## config.mk

```make
export PLATFORM = sky130hd
export DESIGN_NAME = rgb_brightness_gain_blend
export DESIGN_NICKNAME = d
export VERILOG_FILES = /design/src/rtl/rgbg_pkg.sv /design/src/rtl/rgb_brightness_gain_blend.sv
export VERILOG_INCLUDE_DIRS = /design/src /design/src/rtl
export SDC_FILE = /design/constraint.sdc
export NUM_CORES = 1
export LEC_CHECK = 0
export BUFFER_PORTS_ARGS = -buffer_cell sky130_fd_sc_hd__buf_2
export CORE_ASPECT_RATIO = 1.4
export CORE_MARGIN = 10
export CORE_UTILIZATION = 60
export DETAILED_ROUTE_END_ITERATION = 8
export PLACE_DENSITY = 0.78
export SYNTH_ARGS = -nofsm -noshare
export SYNTH_HDL_FRONTEND = slang
export SYNTH_SLANG_ARGS = --single-unit
```

## constraint.sdc

```tcl
create_clock -name clk -period 25.6 [get_ports clk]
set_input_delay 5.12 -clock clk [delete_from_list [all_inputs] [get_ports clk]]
set_output_delay 5.12 -clock clk [all_outputs]
set_load 0.005 [all_outputs]
```

## src/rtl/rgb_brightness_gain_blend_defines.svh

```systemverilog
// Assertion macros for the RGB gain/blend block.
// Used by rgb_brightness_gain_blend.sv; no other dependencies.
`ifndef RGB_BRIGHTNESS_GAIN_BLEND_DEFINES_SVH
`define RGB_BRIGHTNESS_GAIN_BLEND_DEFINES_SVH

// Same-cycle implication, disabled while in reset.
`define RGBG_ASSERT_IMP(name, clk_s, rstn_s, ante, cons) \
    name: assert property (@(posedge clk_s) disable iff (!rstn_s) (ante) |-> (cons)) \
        else $error("rgbg: same-cycle check failed");

// Next-cycle implication, disabled while in reset.
`define RGBG_ASSERT_NXT(name, clk_s, rstn_s, ante, cons) \
    name: assert property (@(posedge clk_s) disable iff (!rstn_s) (ante) |=> (cons)) \
        else $error("rgbg: next-cycle check failed");

`endif

```

## src/rtl/rgbg_pkg.sv

```systemverilog
// Package for the RGB gain/blend block: beat types, register codes and
// per-channel gain, scale, blend and distance functions. No dependencies.
`timescale 1ns / 1ps
`default_nettype none

package rgbg_pkg;

    localparam int CHAN_W     = 8;
    localparam int SLIDER_W   = 14;
    localparam int GAIN_W     = 22;   // unity + 256 * max slider fits here
    localparam int GAIN_FRAC  = 16;
    localparam int PROD_W     = CHAN_W + GAIN_W;
    localparam int CFG_DATA_W = 24;
    localparam int CFG_IDX_W  = 3;
    localparam int GAIN_ONE   = 65536;
    localparam int NEG_SHIFT  = 4;    // 16 * slider
    localparam int POS_SHIFT  = 8;    // 256 * slider

    localparam logic [CHAN_W-1:0] CHAN_MAX = '1;

    // Blend mode bits: add wins over average.
    localparam int BLEND_ADD_BIT = 0;
    localparam int BLEND_AVG_BIT = 1;

    typedef enum logic [CFG_IDX_W-1:0] {
        CFG_ENABLE           = 3'd0,
        CFG_RED_SLIDER       = 3'd1,
        CFG_GREEN_SLIDER     = 3'd2,
        CFG_BLUE_SLIDER      = 3'd3,
        CFG_BLEND_MODE       = 3'd4,
        CFG_EXCLUDE_ENABLE   = 3'd5,
        CFG_EXCLUDE_DISTANCE = 3'd6,
        CFG_REFERENCE_COLOR  = 3'd7
    } cfg_idx_t;

    typedef struct packed {
        logic [CHAN_W-1:0] red_in;
        logic [CHAN_W-1:0] green_in;
        logic [CHAN_W-1:0] blue_in;
        logic [CHAN_W-1:0] alpha_in;
    } pixel_in_t;

    typedef struct packed {
        logic [CHAN_W-1:0] red_out;
        logic [CHAN_W-1:0] green_out;
        logic [CHAN_W-1:0] blue_out;
        logic [CHAN_W-1:0] alpha_out;
        logic              was_excluded;
    } pixel_out_t;

    // Slider to unsigned gain, 16 fraction bits; negative side floors at 0.
    function automatic logic [GAIN_W-1:0] gain_of(input logic signed [SLIDER_W-1:0] s);
        logic signed [GAIN_W:0] ext;
        logic signed [GAIN_W:0] wide;
        ext = $signed({{(GAIN_W+1-SLIDER_W){s[SLIDER_W-1]}}, s});
        if (s[SLIDER_W-1])
            wide = $signed((GAIN_W+1)'(GAIN_ONE)) + (ext <<< NEG_SHIFT);
        else
            wide = $signed((GAIN_W+1)'(GAIN_ONE)) + (ext <<< POS_SHIFT);
        if (wide[GAIN_W])
            return '0;
        return wide[GAIN_W-1:0];
    endfunction

    // (v * gain) >> 16, clamped to the channel maximum.
    function automatic logic [CHAN_W-1:0] scale_chan(input logic [CHAN_W-1:0] v,
                                                     input logic [GAIN_W-1:0] gain);
        logic [PROD_W-1:0] prod;
        prod = PROD_W'(v) * PROD_W'(gain);
        if (|prod[PROD_W-1:GAIN_FRAC+CHAN_W])
            return CHAN_MAX;
        return prod[GAIN_FRAC+CHAN_W-1:GAIN_FRAC];
    endfunction

    function automatic logic [CHAN_W-1:0] blend_chan(input logic [CHAN_W-1:0] orig,
                                                     input logic [CHAN_W-1:0] scaled,
                                                     input logic [1:0]        mode);
        logic [CHAN_W:0] sum;
        sum = {1'b0, orig} + {1'b0, scaled};
        priority if (mode[BLEND_ADD_BIT])
            return sum[CHAN_W] ? CHAN_MAX : sum[CHAN_W-1:0];
        else if (mode[BLEND_AVG_BIT])
            return sum[CHAN_W:1];
        else
            return scaled;
    endfunction

    // Inclusive per-channel distance test.
    function automatic logic near_chan(input logic [CHAN_W-1:0] a,
                                       input logic [CHAN_W-1:0] b,
                                       input logic [CHAN_W-1:0] limit);
        logic [CHAN_W-1:0] d;
        d = (a > b) ? (a - b) : (b - a);
        return d <= limit;
    endfunction

endpackage

`default_nettype wire

```

## src/rtl/rgb_brightness_gain_blend.sv

```systemverilog
// Top level of the RGB gain/blend block: config registers, two-stage
// pixel pipeline. Depends on rgbg_pkg and rgb_brightness_gain_blend_defines.svh.
`timescale 1ns / 1ps
`default_nettype none
`include "rgb_brightness_gain_blend_defines.svh"

// Per-channel RGB gain with blend. Each pixel beat passes an input register
// and a result register in that order, so a result is on res once it has
// passed both and leaves at an edge where res_stall is low; one pixel is taken every
// cycle while the result side keeps up.
// The path between the two registers is one 8x22 multiply per color channel
// followed by clamp and blend, beside the reference-color compare; that multiply
// sets the cycle. A waiting result does not block the input register: a
// new beat is still taken while the result side stalls, until both stages
// are full. Slider writes are turned into gains at write time and held in
// gain registers. Registers may be written only while no beat is in flight;
// the block does not check this. Alpha passes through untouched.
module rgb_brightness_gain_blend (
    input  wire logic                         clk,
    input  wire logic                         rst_n,
    // pixel side
    input  wire logic                         pix_valid,
    output logic                              pix_stall,
    input  wire rgbg_pkg::pixel_in_t          pix,
    // result side
    output logic                              res_valid,
    input  wire logic                         res_stall,
    output rgbg_pkg::pixel_out_t              res,
    // register writes
    input  wire logic                         cfg_wr_en,
    input  wire logic [rgbg_pkg::CFG_IDX_W-1:0]  cfg_index,
    input  wire logic [rgbg_pkg::CFG_DATA_W-1:0] cfg_data
);
    import rgbg_pkg::*;

    // ---------------- configuration ----------------
    logic                  enable_reg;
    logic [GAIN_W-1:0]     red_gain_reg;
    logic [GAIN_W-1:0]     green_gain_reg;
    logic [GAIN_W-1:0]     blue_gain_reg;
    logic [1:0]            blend_mode_reg;
    logic                  exclude_enable_reg;
    logic [CHAN_W-1:0]     exclude_distance_reg;
    logic [3*CHAN_W-1:0]   reference_color_reg;

    logic [GAIN_W-1:0]     cfg_gain;

    // Gain from the slider bits of the write data; only used on slider writes.
    assign cfg_gain = gain_of($signed(cfg_data[SLIDER_W-1:0]));

    always_ff @(posedge clk or negedge rst_n)
    begin
        if (!rst_n)
        begin
            enable_reg           <= 1'b0;
            red_gain_reg         <= GAIN_W'(GAIN_ONE);
            green_gain_reg       <= GAIN_W'(GAIN_ONE);
            blue_gain_reg        <= GAIN_W'(GAIN_ONE);
            blend_mode_reg       <= '0;
            exclude_enable_reg   <= 1'b0;
            exclude_distance_reg <= '0;
            reference_color_reg  <= '0;
        end
        else if (cfg_wr_en)
        begin
            unique case (cfg_idx_t'(cfg_index))
                CFG_ENABLE:           enable_reg           <= cfg_data[0];
                CFG_RED_SLIDER:       red_gain_reg         <= cfg_gain;
                CFG_GREEN_SLIDER:     green_gain_reg       <= cfg_gain;
                CFG_BLUE_SLIDER:      blue_gain_reg        <= cfg_gain;
                CFG_BLEND_MODE:       blend_mode_reg       <= cfg_data[1:0];
                CFG_EXCLUDE_ENABLE:   exclude_enable_reg   <= cfg_data[0];
                CFG_EXCLUDE_DISTANCE: exclude_distance_reg <= cfg_data[CHAN_W-1:0];
                CFG_REFERENCE_COLOR:  reference_color_reg  <= cfg_data[3*CHAN_W-1:0];
            endcase
        end
    end

    // ---------------- pipeline control ----------------
    logic       s1_valid_reg, s1_valid_next;
    logic       res_valid_reg, res_valid_next;
    logic       s1_load;
    logic       s2_load;
    pixel_in_t  s1_pix_reg;
    pixel_out_t res_reg, res_next;

    // Result register frees up when empty or its beat leaves this cycle.
    assign s2_load   = s1_valid_reg && (!res_valid_reg || !res_stall);
    assign pix_stall = s1_valid_reg && !s2_load;
    assign s1_load   = pix_valid && !pix_stall;

    always_comb
    begin
        s1_valid_next = s1_valid_reg;
        if (s1_load)
            s1_valid_next = 1'b1;
        else if (s2_load)
            s1_valid_next = 1'b0;

        res_valid_next = res_valid_reg;
        if (s2_load)
            res_valid_next = 1'b1;
        else if (!res_stall)
            res_valid_next = 1'b0;
    end

    always_ff @(posedge clk or negedge rst_n)
    begin
        if (!rst_n)
        begin
            s1_valid_reg  <= 1'b0;
            res_valid_reg <= 1'b0;
        end
        else
        begin
            s1_valid_reg  <= s1_valid_next;
            res_valid_reg <= res_valid_next;
        end
    end

    // ---------------- datapath ----------------
    logic hit;

    // Exclusion: every channel within distance of the reference channel.
    assign hit = exclude_enable_reg
              && near_chan(s1_pix_reg.red_in,   reference_color_reg[23:16],
                           exclude_distance_reg)
              && near_chan(s1_pix_reg.green_in, reference_color_reg[15:8],
                           exclude_distance_reg)
              && near_chan(s1_pix_reg.blue_in,  reference_color_reg[7:0],
                           exclude_distance_reg);

    always_comb
    begin
        res_next.red_out      = s1_pix_reg.red_in;
        res_next.green_out    = s1_pix_reg.green_in;
        res_next.blue_out     = s1_pix_reg.blue_in;
        res_next.alpha_out    = s1_pix_reg.alpha_in;
        res_next.was_excluded = 1'b0;
        if (enable_reg)
        begin
            if (hit)
                res_next.was_excluded = 1'b1;
            else
            begin
                res_next.red_out   = blend_chan(s1_pix_reg.red_in,
                    scale_chan(s1_pix_reg.red_in, red_gain_reg), blend_mode_reg);
                res_next.green_out = blend_chan(s1_pix_reg.green_in,
                    scale_chan(s1_pix_reg.green_in, green_gain_reg), blend_mode_reg);
                res_next.blue_out  = blend_chan(s1_pix_reg.blue_in,
                    scale_chan(s1_pix_reg.blue_in, blue_gain_reg), blend_mode_reg);
            end
        end
    end

    // Payload registers, no reset.
    always_ff @(posedge clk)
    begin
        if (s1_load)
            s1_pix_reg <= pix;
        if (s2_load)
            res_reg <= res_next;
    end

    assign res_valid = res_valid_reg;
    assign res       = res_reg;

    // ---------------- checks ----------------
    // A held input beat is never dropped.
    `RGBG_ASSERT_NXT(a_s1_hold, clk, rst_n, s1_valid_reg && !s2_load, s1_valid_reg)
    // A result beat never overwrites one that is stalled.
    `RGBG_ASSERT_IMP(a_no_overwrite, clk, rst_n, res_valid_reg && res_stall, !s2_load)
    // Alpha travels untouched from input register to result.
    `RGBG_ASSERT_NXT(a_alpha_pass, clk, rst_n, s2_load,
                     res_reg.alpha_out == $past(s1_pix_reg.alpha_in))
    // Disabled block passes color unchanged (red is checked) and never flags exclusion.
    `RGBG_ASSERT_NXT(a_bypass, clk, rst_n, s2_load && !enable_reg,
                     !res_reg.was_excluded && res_reg.red_out == $past(s1_pix_reg.red_in))

endmodule

`default_nettype wire
```

==> results of run 1 <==
stage by stage:
stage / util [%] / hold slack (ns) / std cells
floorplan: - / 0.4003 / 2455
global placement: 63.24 / 0.4008 / 2962
detailed placement: 63.24 / 0.4090 / 2962
CTS: 64.76 / 0.4253 / 2994
global route: 64.78 / 0.4388 / 2996
finish: 64.78 / 0.4230 / 2996
routing by layer:
| layer | track usage (%) | vias to the layer above | wire length (um) |
|---|---|---|---|
| met5 | 0 | - | 18 |
| li1 | - | 8197 | - |
| met4 | 14.08 | 2 | 2965 |
| met2 | 48.25 | 604 | 31990 |
| met3 | 3.165 | 184 | 3174 |
| met1 | 29.62 | 9033 | 21690 |
cells in the mapped netlist, drive strengths merged (8+ instances only):
library cell  count
a221oi            9
a21oi           110
mux2             48
o211ai           12
o21ai           108
inv             353
a31oi             8
nor3             12
dfrtp            89
fa              294
and2            383
nand3            29
xor2             27
o221ai            9
a211oi           14
mux2i            20
a21o             58
nand4            27
clkbuf           67
nor2             66
o21a             14
o21bai           18
nand2           188
nor2b            29
and3              8
xnor2            43
o22ai             9
edfxtp           65
ha              223
nand2b           11
report_power, final:
group	switching (mW)	internal, mW	leakage, nW
combinational	1.01	0.692	10.2
clock	0.118	0.140	0.289
sequential	0.0767	0.321	1.78
worst reg2reg max path: cells and delay by family (launching register included):
family	cells	cell delay, ns
flops	1	0.88
simple gates	6	1.90
buf+inv	2	0.10
fa+ha+maj	7	2.95
compound gates	11	3.78
logic make-up (layout without fill, tap and decap cells):
kind of cell,count (synthesis),in the layout,share of synthesized area (%)
AND/OR/NAND/NOR,787,787,18.65
adder cells (fa/ha/maj),517,517,37.77
AO/OA/AOI/OAI,428,428,12.13
buffers and inverters,428,494,7.021
flip-flops,157,157,18.54
XOR/XNOR,70,70,2.669
multiplexers,68,68,3.225
other,0,2,0
area by class of cell:
type / count / area, um2 / share of cell area (%)
antenna: 2 / 5.005 / 0.02048
clock buffer: 19 / 446.7 / 1.828
clock inverter: 13 / 128.9 / 0.5273
inverter: 354 / 1329 / 5.437
multi-input combinational: 1870 / 17110 / 70.02
sequential: 157 / 4258 / 17.42
tap: 473 / 591.8 / 2.421
timing repair buffer: 108 / 568.0 / 2.324
worst paths after layout:
check                      cells past startpoint      startpoint                 endpoint  slack, ns
min in group asynchronous                      1           rst_n  reference_color_reg[20]       4.53
setup reg to reg                              26  s1_pix_reg[27]                  res[26]      15.72
max in group asynchronous                      2           rst_n         blue_gain_reg[7]      19.80
hold reg to reg                                0     res_next[3]                   res[3]       0.42
hold / removal                                 0     res_next[3]                   res[3]       0.42
setup / recovery                               4       res_stall                pix_stall      14.93
placed cells by master, fill, tap and decap left out, types with 9 or more instances in the layout:
cell type and instances:
and2_1 382, inv_1 353, fa_1 294, ha_1 223
nand2_1 188, a21oi_1 110, o21ai_0 104, buf_2 97
dfrtp_1 89, nor2_1 65, edfxtp_1 65, a21o_1 58
mux2_2 48, xnor2_1 43, nand3_1 29, nor2b_1 28
xor2_1 27, nand4_1 27, mux2i_1 20, o21bai_1 18
clkbuf_16 17, o21a_1 14, a211oi_1 13, nor3_1 12
o211ai_1 12, nand2b_1 11, buf_4 11, o22ai_1 9
==> impl_metrics.csv, run 1 <==
group,metric,value,unit
status,status,"complete, no violations",
sta,fmax,93.76,MHz
cells_and_area,layout-drive-gt1-share,8.449,%
placed_design,dpl.hpwl,47450,um
floorplanning,die_y,251.5,um
placed_design,placed_area,23860,um2
sta,setup_viol,0,
job,cap_violations,0,
global_routing,grt_pass1_wl,98770,um
clock_tree,tritoncts.num_buffers,17,
clock_tree,clock_latency,0.46,ns
pwr,ir_drop,0.00009610,V
logic_synthesis,ys_ff_latch,157,
critical_path,path_cells,"buf_2 > nand3_1 > inv_1 > buf_2",
cells_and_area,fin_nets,3089,
cells_and_area,syn_to_final_growth,6.406,%
pwr,leakage,12.25,nW
logic_synthesis,synth_top_area_share,25.62,%
critical_path,end_kind,"output port",
logic_synthesis,syn-mean-instance-area,9.356,um2
critical_path,cp.arrival,5.55,ns
logic_synthesis,yosysSeqAreaShare,18.54,%
logic_synthesis,yosysTopAreaCell,"fa_1",
cells_and_area,largest_reg_flops,33,
sta,setup_slack,14.93,ns
pwr,finalPower,2.357,mW
route,drcViolationCount,0,
clock_tree,cts_tree,"built",
logic_synthesis,syn_nets,3036,
logic_synthesis,yosys_warnings,0,
floorplanning,ios,99,
sta,min_period,10.67,ns
logic_synthesis,synth.distinct_cells,77,
route,vias,18020,
sta,final.setup.tns,0,ns
clock_tree,cts_buffer_depth,2,
global_routing,grtUsageTotal,26.60,%
floorplanning,die_w,185.4,um
global_routing,grt_max_degree,76,
route,routed_wl,59850,um
floorplanning,row_count,84,
global_routing,grt_overflow,0,
clock_tree,cts_root_buf,"clkbuf_16",
sta,rsz0062_at_grt,"false",
clock_tree,clkTransAtPathRegs,0.07,ns
global_routing,grt_pass1_vias,19580,
sta,drv_slew,0,
clock_tree,cts.sinks,157,
floorplanning,dieArea,46620,um2
sta,fin_crit_sh,41.66,%
critical_path,crit_required,20.48,ns
route,first_iter_violations,1320,
sta,slew-limit-headroom,24.76,%
critical_path,worst-path-max-fanout,3,
critical_path,critPathLaunchType,"input pin",
logic_synthesis,synth-edff-count,65,
sta,worst_slew_pin_slew,1.124,ns
critical_path,crit_family,"buffers and inverters",
sta,hold_viol,0,
critical_path,cp_slowest_cell,"buf_2",
placed_design,port_buffers,98,
clock_tree,h-tree-depth,4,
hold_path,hp-class,"reg -> reg",
logic_synthesis,netlist_area,22970,um2
clock_tree,post_cts_resized,0,
route,antenna_left,0,
route,avgViaCountPerCell,6.015,
clock_tree,ctsHoldBuffers,0,
route,firstDrtPassIters,5,
placed_design,gp_congestion,0.9448,
logic_synthesis,synth.area.top_cells,"fa_1 26%, ha_1 12%, and2_1 10%, dfrtp_1 9.7%, edfxtp_1 8.5%",
placed_design,dpl_worst_slack,14.94,ns
critical_path,cp_common_cell,"buf_2",
logic_synthesis,syn_inst,2455,
logic_synthesis,async_reset_ff_share,58.60,%
critical_path,max_stage_delay,0.12,ns
route,wl_per_cell,19.97,um
logic_synthesis,ys.flop_type,"dfrtp_1",
floorplanning,core_area,37730,um2
cells_and_area,fin_area,24440,um2
global_routing,antenna_found_initial,4,
pwr,powerDensity,96.42,nW/um2
critical_path,path_buf_inv,3,
critical_path,path_class,"in -> out",
floorplanning,start_util,60.88,%
cells_and_area,fillers,3107,
clock_tree,postCtsSetupRepairBufs,0,
sta,skew,0.01182,ns
No activity file was read; power rests on OpenSTA's default activity.
==> run 2, diff against run 1 <==
- clock period: 25.6 -> 10.3 ns (I/O delays scaled with it)
==> run 2 against run 1 <==
Sequential power up 150%; via count up 0.45%; flip-flop and latch count unchanged; die area did not move; utilization barely moved; hold slack got worse by 0.0030 ns; sequential share of layout area about the same; wire length is 2.1% higher; critical path type is now reg -> reg; highest routed layer unchanged.
==> impl_metrics.csv, run 2 (same netlist as run 1, synthesis figures left out) <==
group,metric,value,unit
status,status,"complete, no violations",
placed_design,gp_congestion,0.9453,
global_routing,grt_max_degree,77,
critical_path,crit_required,10.50,ns
cells_and_area,fin_area,24450,um2
pwr,powerDensity,241.9,nW/um2
pwr,ir_drop,0.0001919,V
floorplanning,start_util,60.88,%
route,avgViaCountPerCell,6.044,
global_routing,grtUsageTotal,26.92,%
cells_and_area,fillers,3077,
hold_path,hp-class,"reg -> reg",
floorplanning,row_count,84,
route,first_iter_violations,1187,
floorplanning,ios,99,
critical_path,worst-path-max-fanout,23,
placed_design,dpl.hpwl,48960,um
sta,slew-limit-headroom,19.55,%
sta,skew,0.009406,ns
clock_tree,post_cts_resized,0,
sta,setup_viol,0,
sta,fin_crit_sh,89.97,%
global_routing,grt_pass1_vias,19420,
route,wl_per_cell,20.40,um
placed_design,placed_area,23870,um2
cells_and_area,mostFrequentLayoutCells,"382 x and2_1, 353 x inv_1, 294 x fa_1, 223 x ha_1, 188 x nand2_1",
route,antenna_left,0,
global_routing,grt_overflow,0,
clock_tree,cts_tree,"built",
pwr,leakage,12.25,nW
placed_design,port_buffers,98,
clock_tree,clkTransAtPathRegs,0.07,ns
sta,worst_slew_pin_slew,1.201,ns
cells_and_area,largest_reg_flops,33,
global_routing,grt_pass1_wl,99290,um
route,firstDrtPassIters,8,
sta,drv_slew,0,
floorplanning,core_area,37730,um2
sta,min_period,9.267,ns
clock_tree,ctsHoldBuffers,0,
clock_tree,h-tree-depth,4,
critical_path,critPathLaunchType,"flop",
cells_and_area,layout-drive-gt1-share,8.406,%
floorplanning,dieArea,46620,um2
route,vias,18100,
clock_tree,clock_latency,0.45,ns
clock_tree,cts_root_buf,"clkbuf_16",
cells_and_area,fin_nets,3090,
job,cap_violations,0,
clock_tree,postCtsSetupRepairBufs,0,
cells_and_area,syn_to_final_growth,6.438,%
floorplanning,die_w,185.4,um
route,drcViolationCount,0,
clock_tree,tritoncts.num_buffers,17,
critical_path,end_kind,"flop",
cells_and_area,n_antenna_cell,0,
floorplanning,die_y,251.5,um
sta,final.setup.tns,0,ns
critical_path,cp.arrival,9.47,ns
critical_path,path_class,"reg -> reg",
sta,rsz0062_at_grt,"false",
route,routed_wl,61110,um
clock_tree,cts.sinks,157,
sta,hold_viol,0,
global_routing,antenna_found_initial,3,
clock_tree,cts_buffer_depth,2,
sta,fmax,107.9,MHz
cells_and_area,mostFrequentLayoutCell,"and2_1",
[run 2: cell count changes in the layout (fill, tap and decap cells not counted)]
cell,change
buf_4,+1
clkinv_8,+1
diode_2,-2
clkinv_1,+2
inv_8,+1
clkbuf_4,-1
inv_4,-2
clkbuf_8,-1
clkinv_2,-1
inv_6,+1
[run 2: cell type report]
cell class	instances	area, um2	area share [%]
Clock buffer	17	425.4	1.740
Clock inverter	15	155.1	0.6346
Inverter	354	1329	5.435
Multi-Input combinational cell	1870	17110	70.00
Sequential cell	157	4258	17.42
Tap cell	473	591.8	2.421
Timing Repair Buffer	109	575.6	2.354
[run 2: worst max-delay path: stages, from the launching register on]
cell and delay, ns:
edfxtp_1 0.83, and2_1 0.25, fa_1 0.43, fa_1 0.47, fa_1 0.52, inv_1 0.08
fa_1 0.48, inv_1 0.04, ha_1 0.31, a21oi_1 0.25, nand2_1 0.09, a311oi_1 0.51
nor3_1 0.19, nor2_1 0.25, mux2_2 0.37, a2111oi_0 0.61, buf_4 0.24, and2_1 0.42
nand2_1 0.10, ha_1 0.23, fa_1 0.42, a21o_1 0.19, a21oi_1 0.22, o21bai_1 0.11
a2111oi_0 0.49, o21ai_0 0.33, or2_2 0.35, a31o_2 0.20
[run 2: where the power goes]
part           total (mW)  leakage (nW)  internal (mW)  switching (mW)
sequential          0.987          1.78          0.797           0.190
clock               0.639         0.285          0.341           0.298
combinational        4.29          10.2           1.72            2.56
[run 2: per-stage QoR]
stage	instances	setup slack [ns]	utilization (%)	hold slack [ns]	power (mW)
5_1_grt	2995	0.2722	64.80	0.4313	6.465
3_5_place_dp	2963	1.161	63.26	0.4054	5.198
6_report	2995	1.033	64.80	0.4200	5.914
4_1_cts	2995	1.141	64.80	0.4222	5.873
3_3_place_gp	2963	1.313	63.26	0.4040	5.071
2_1_floorplan	2455	2.133	-	0.4003	4.063
[run 2: routing by layer]
metal / wire [um] / share of wire (%) / GRT usage [%] / vias up
li1: - / - / - / 8196
met1: 21930 / 36 / 29.45 / 9114
met2: 32840 / 54 / 48.82 / 588
met3: 3080 / 5.0 / 3.510 / 197
met4: 3220 / 5.3 / 15.06 / 6
met5: 39 / 0.064 / 0 / -
[run 2: final timing paths]
check,start,end,slack [ns],depth (start not counted)
worst max register to register,s1_pix_reg[30],res[26],1.03,27
worst min register to register,res_next[2],res[2],0.42,0
max in group asynchronous,rst_n,blue_gain_reg[20],7.58,2
min in group asynchronous,rst_n,reference_color_reg[22],1.47,1
worst min-delay path,res_next[2],res[2],0.42,0
worst max-delay path,s1_pix_reg[30],res[26],1.03,27
==> run 3, diff against run 2 <==
- PLACE_DENSITY: 0.78 -> not set
- PLACE_DENSITY_LB_ADDON: not set -> 0.3
==> run 3 against run 2 <==
Clock power down 3%; fmax down 0.98%; non-clock buffer count grew 3; highest routed layer unchanged; largest power group unchanged; largest cell class unchanged.
==> impl_metrics.csv, run 3 (same netlist as run 1, synthesis figures left out) <==
group,metric,value,unit
clock_tree,cts_tree,"built",
pwr,ir_drop,0.0002028,V
cells_and_area,syn_to_final_growth,6.564,%
job,cap_violations,0,
critical_path,critPathLaunchType,"flop",
hold_path,hp-class,"reg -> reg",
floorplanning,row_count,84,
clock_tree,cts_buffer_depth,2,
sta,setup_slack,0.9414,ns
pwr,comb_power_share,72.7,%
critical_path,crit_required,10.51,ns
sta,fmax,106.9,MHz
critical_path,r2r_slack,0.94,ns
pwr,finalPower,5.880,mW
floorplanning,die_w,185.4,um
floorplanning,dieArea,46620,um2
sta,fin_crit_sh,90.86,%
route,routed_wl,60520,um
global_routing,grt_pass1_vias,19170,
sta,final.setup.tns,0,ns
route,antenna_left,0,
pwr,leakage,12.26,nW
cells_and_area,largest_reg_flops,33,
route,drcViolationCount,0,
clock_tree,cts_root_buf,"clkbuf_16",
pwr,swShare,51.67,%
floorplanning,start_util,60.88,%
pwr,clkPwrFrac,10.6,%
clock_tree,clkTransAtPathRegs,0.08,ns
cells_and_area,mostFrequentLayoutCell,"and2_1",
route,first_iter_violations,1458,
route,vias,18250,
global_routing,grt_max_degree,77,
route,firstDrtPassIters,5,
clock_tree,h-tree-depth,4,
cells_and_area,mostFrequentLayoutCells,"382 x and2_1, 353 x inv_1, 294 x fa_1, 223 x ha_1, 188 x nand2_1",
route,avgViaCountPerCell,6.080,
floorplanning,die_y,251.5,um
clock_tree,tritoncts.num_buffers,17,
pwr,powerDensity,240.2,nW/um2
sta,slew-limit-headroom,19.45,%
cells_and_area,fin_cells,3001,
pwr,p_seq_share,16.7,%
sta,rsz0062_at_grt,"false",
pwr,p_switching,3.039,mW
route,wl_per_cell,20.17,um
sta,min_period,9.359,ns
global_routing,grt_overflow,0,
sta,hold_viol,0,
pwr,power.internal,2.842,mW
clock_tree,ctsHoldBuffers,0,
placed_design,dp.cells,2965,
critical_path,cp.arrival,9.56,ns
global_routing,grtUsageTotal,26.61,%
status,status,"complete, no violations",
placed_design,dpl.hpwl,48180,um
clock_tree,cts.sinks,157,
global_routing,antenna_found_initial,2,
critical_path,end_kind,"flop",
sta,drv_slew,0,
placed_design,port_buffers,98,
critical_path,path_class,"reg -> reg",
clock_tree,clock_latency,0.45,ns
sta,worst_slew_pin_slew,1.204,ns
cells_and_area,fin_nets,3093,
cells_and_area,layout-drive-gt1-share,8.634,%
sta,skew,0.01290,ns
placed_design,gp_congestion,0.9440,
critical_path,worst-path-max-fanout,22,
cells_and_area,finalCoreUtilization,64.87,%
floorplanning,core_area,37730,um2
placed_design,dpl_worst_slack,0.8737,ns
sta,setup_viol,0,
global_routing,grt_pass1_wl,98370,um
floorplanning,ios,99,
## run 3: cell count changes in the layout (fill, tap and decap cells not counted)
| cell | before | now |
|---|---|---|
| diode_2 | 0 | 3 |
| buf_4 | 12 | 14 |
| inv_6 | 5 | 6 |
| clkinvlp_4 | 0 | 1 |
| clkinv_1 | 3 | 1 |
| buf_6 | 0 | 1 |
| clkinv_4 | 4 | 2 |
| bufinv_16 | 1 | 0 |
| clkinvlp_2 | 0 | 1 |
| a2111oi_0 | 2 | 1 |
| a2111oi_2 | 0 | 1 |
| inv_8 | 2 | 4 |
## run 3: path summary, 6_finish.rpt
path | endpoint | cells past startpoint | startpoint
max reg2reg | res[26] | 26 | s1_pix_reg[29]
max in group asynchronous | blue_gain_reg[5] | 2 | rst_n
max | res[26] | 26 | s1_pix_reg[29]
min reg2reg | res[8] | 0 | res_next[8]
min in group asynchronous | reference_color_reg[19] | 1 | rst_n
min | res[8] | 0 | res_next[8]
## run 3: what timing repair did
item,in CTS,in global routing
buffers inserted,0,1
endpoints found under the hold margin,0,0
endpoints found under the setup margin,0,8
resized for setup,0,2
## run 3: critical path, cell delays in order, from the launching register on
cell,delay [ns]
edfxtp_1,0.71
and2_1,0.30
fa_1,0.57
fa_1,0.45
fa_1,0.50
inv_1,0.05
fa_1,0.48
inv_1,0.04
ha_1,0.32
a21oi_1,0.24
o21ai_0,0.17
a311oi_1,0.51
nor3_1,0.19
nor2_1,0.19
mux2_2,0.35
a2111oi_1,0.74
and2_1,0.55
nand2_1,0.12
ha_1,0.25
fa_1,0.44
a21o_1,0.20
a21oi_1,0.21
o21bai_1,0.11
a2111oi_0,0.50
o21ai_0,0.35
or2_2,0.36
a31o_2,0.20
## run 3: metrics by stage
stage	cell area (um2)	hold WS, ns
floorplan	22970	0.4003
global placement	23880	0.4008
detailed placement	23880	0.4056
CTS	24450	0.4224
global route	24470	0.4292
finish	24480	0.4200
## run 3: power by group through the flow
| stage | sequential (mW) | combinational, mW | clock (mW) |
|---|---|---|---|
| after detailed placement | 0.990 | 4.19 | 0 |
| after global placement | 0.987 | 4.07 | 0 |
| after floorplan | 0.889 | 3.17 | 0 |
| final | 0.982 | 4.28 | 0.623 |
| after global routing | 0.996 | 4.79 | 0.654 |
| after CTS | 0.979 | 4.24 | 0.631 |
## run 3: area by class of cell
type	instances	area [um2]
diodes	3	7.507
clock buffers	17	425.4
clock inverters	15	143.9
fillers	3090	13250
inverters	354	1329
multi-input cells	1870	17120
flip-flops and latches	157	4258
well taps	473	591.8
repair buffers	112	601.8
## run 3: layer usage
metal	wire [um]	track usage, %	part of all wire [%]	vias to the layer above
met2	32210	47.79	53	619
met5	12	0	0.020	-
li1	-	-	-	8217
met4	3233	14.36	5.3	2
met3	3047	3.452	5.0	177
met1	22020	29.77	36	9232
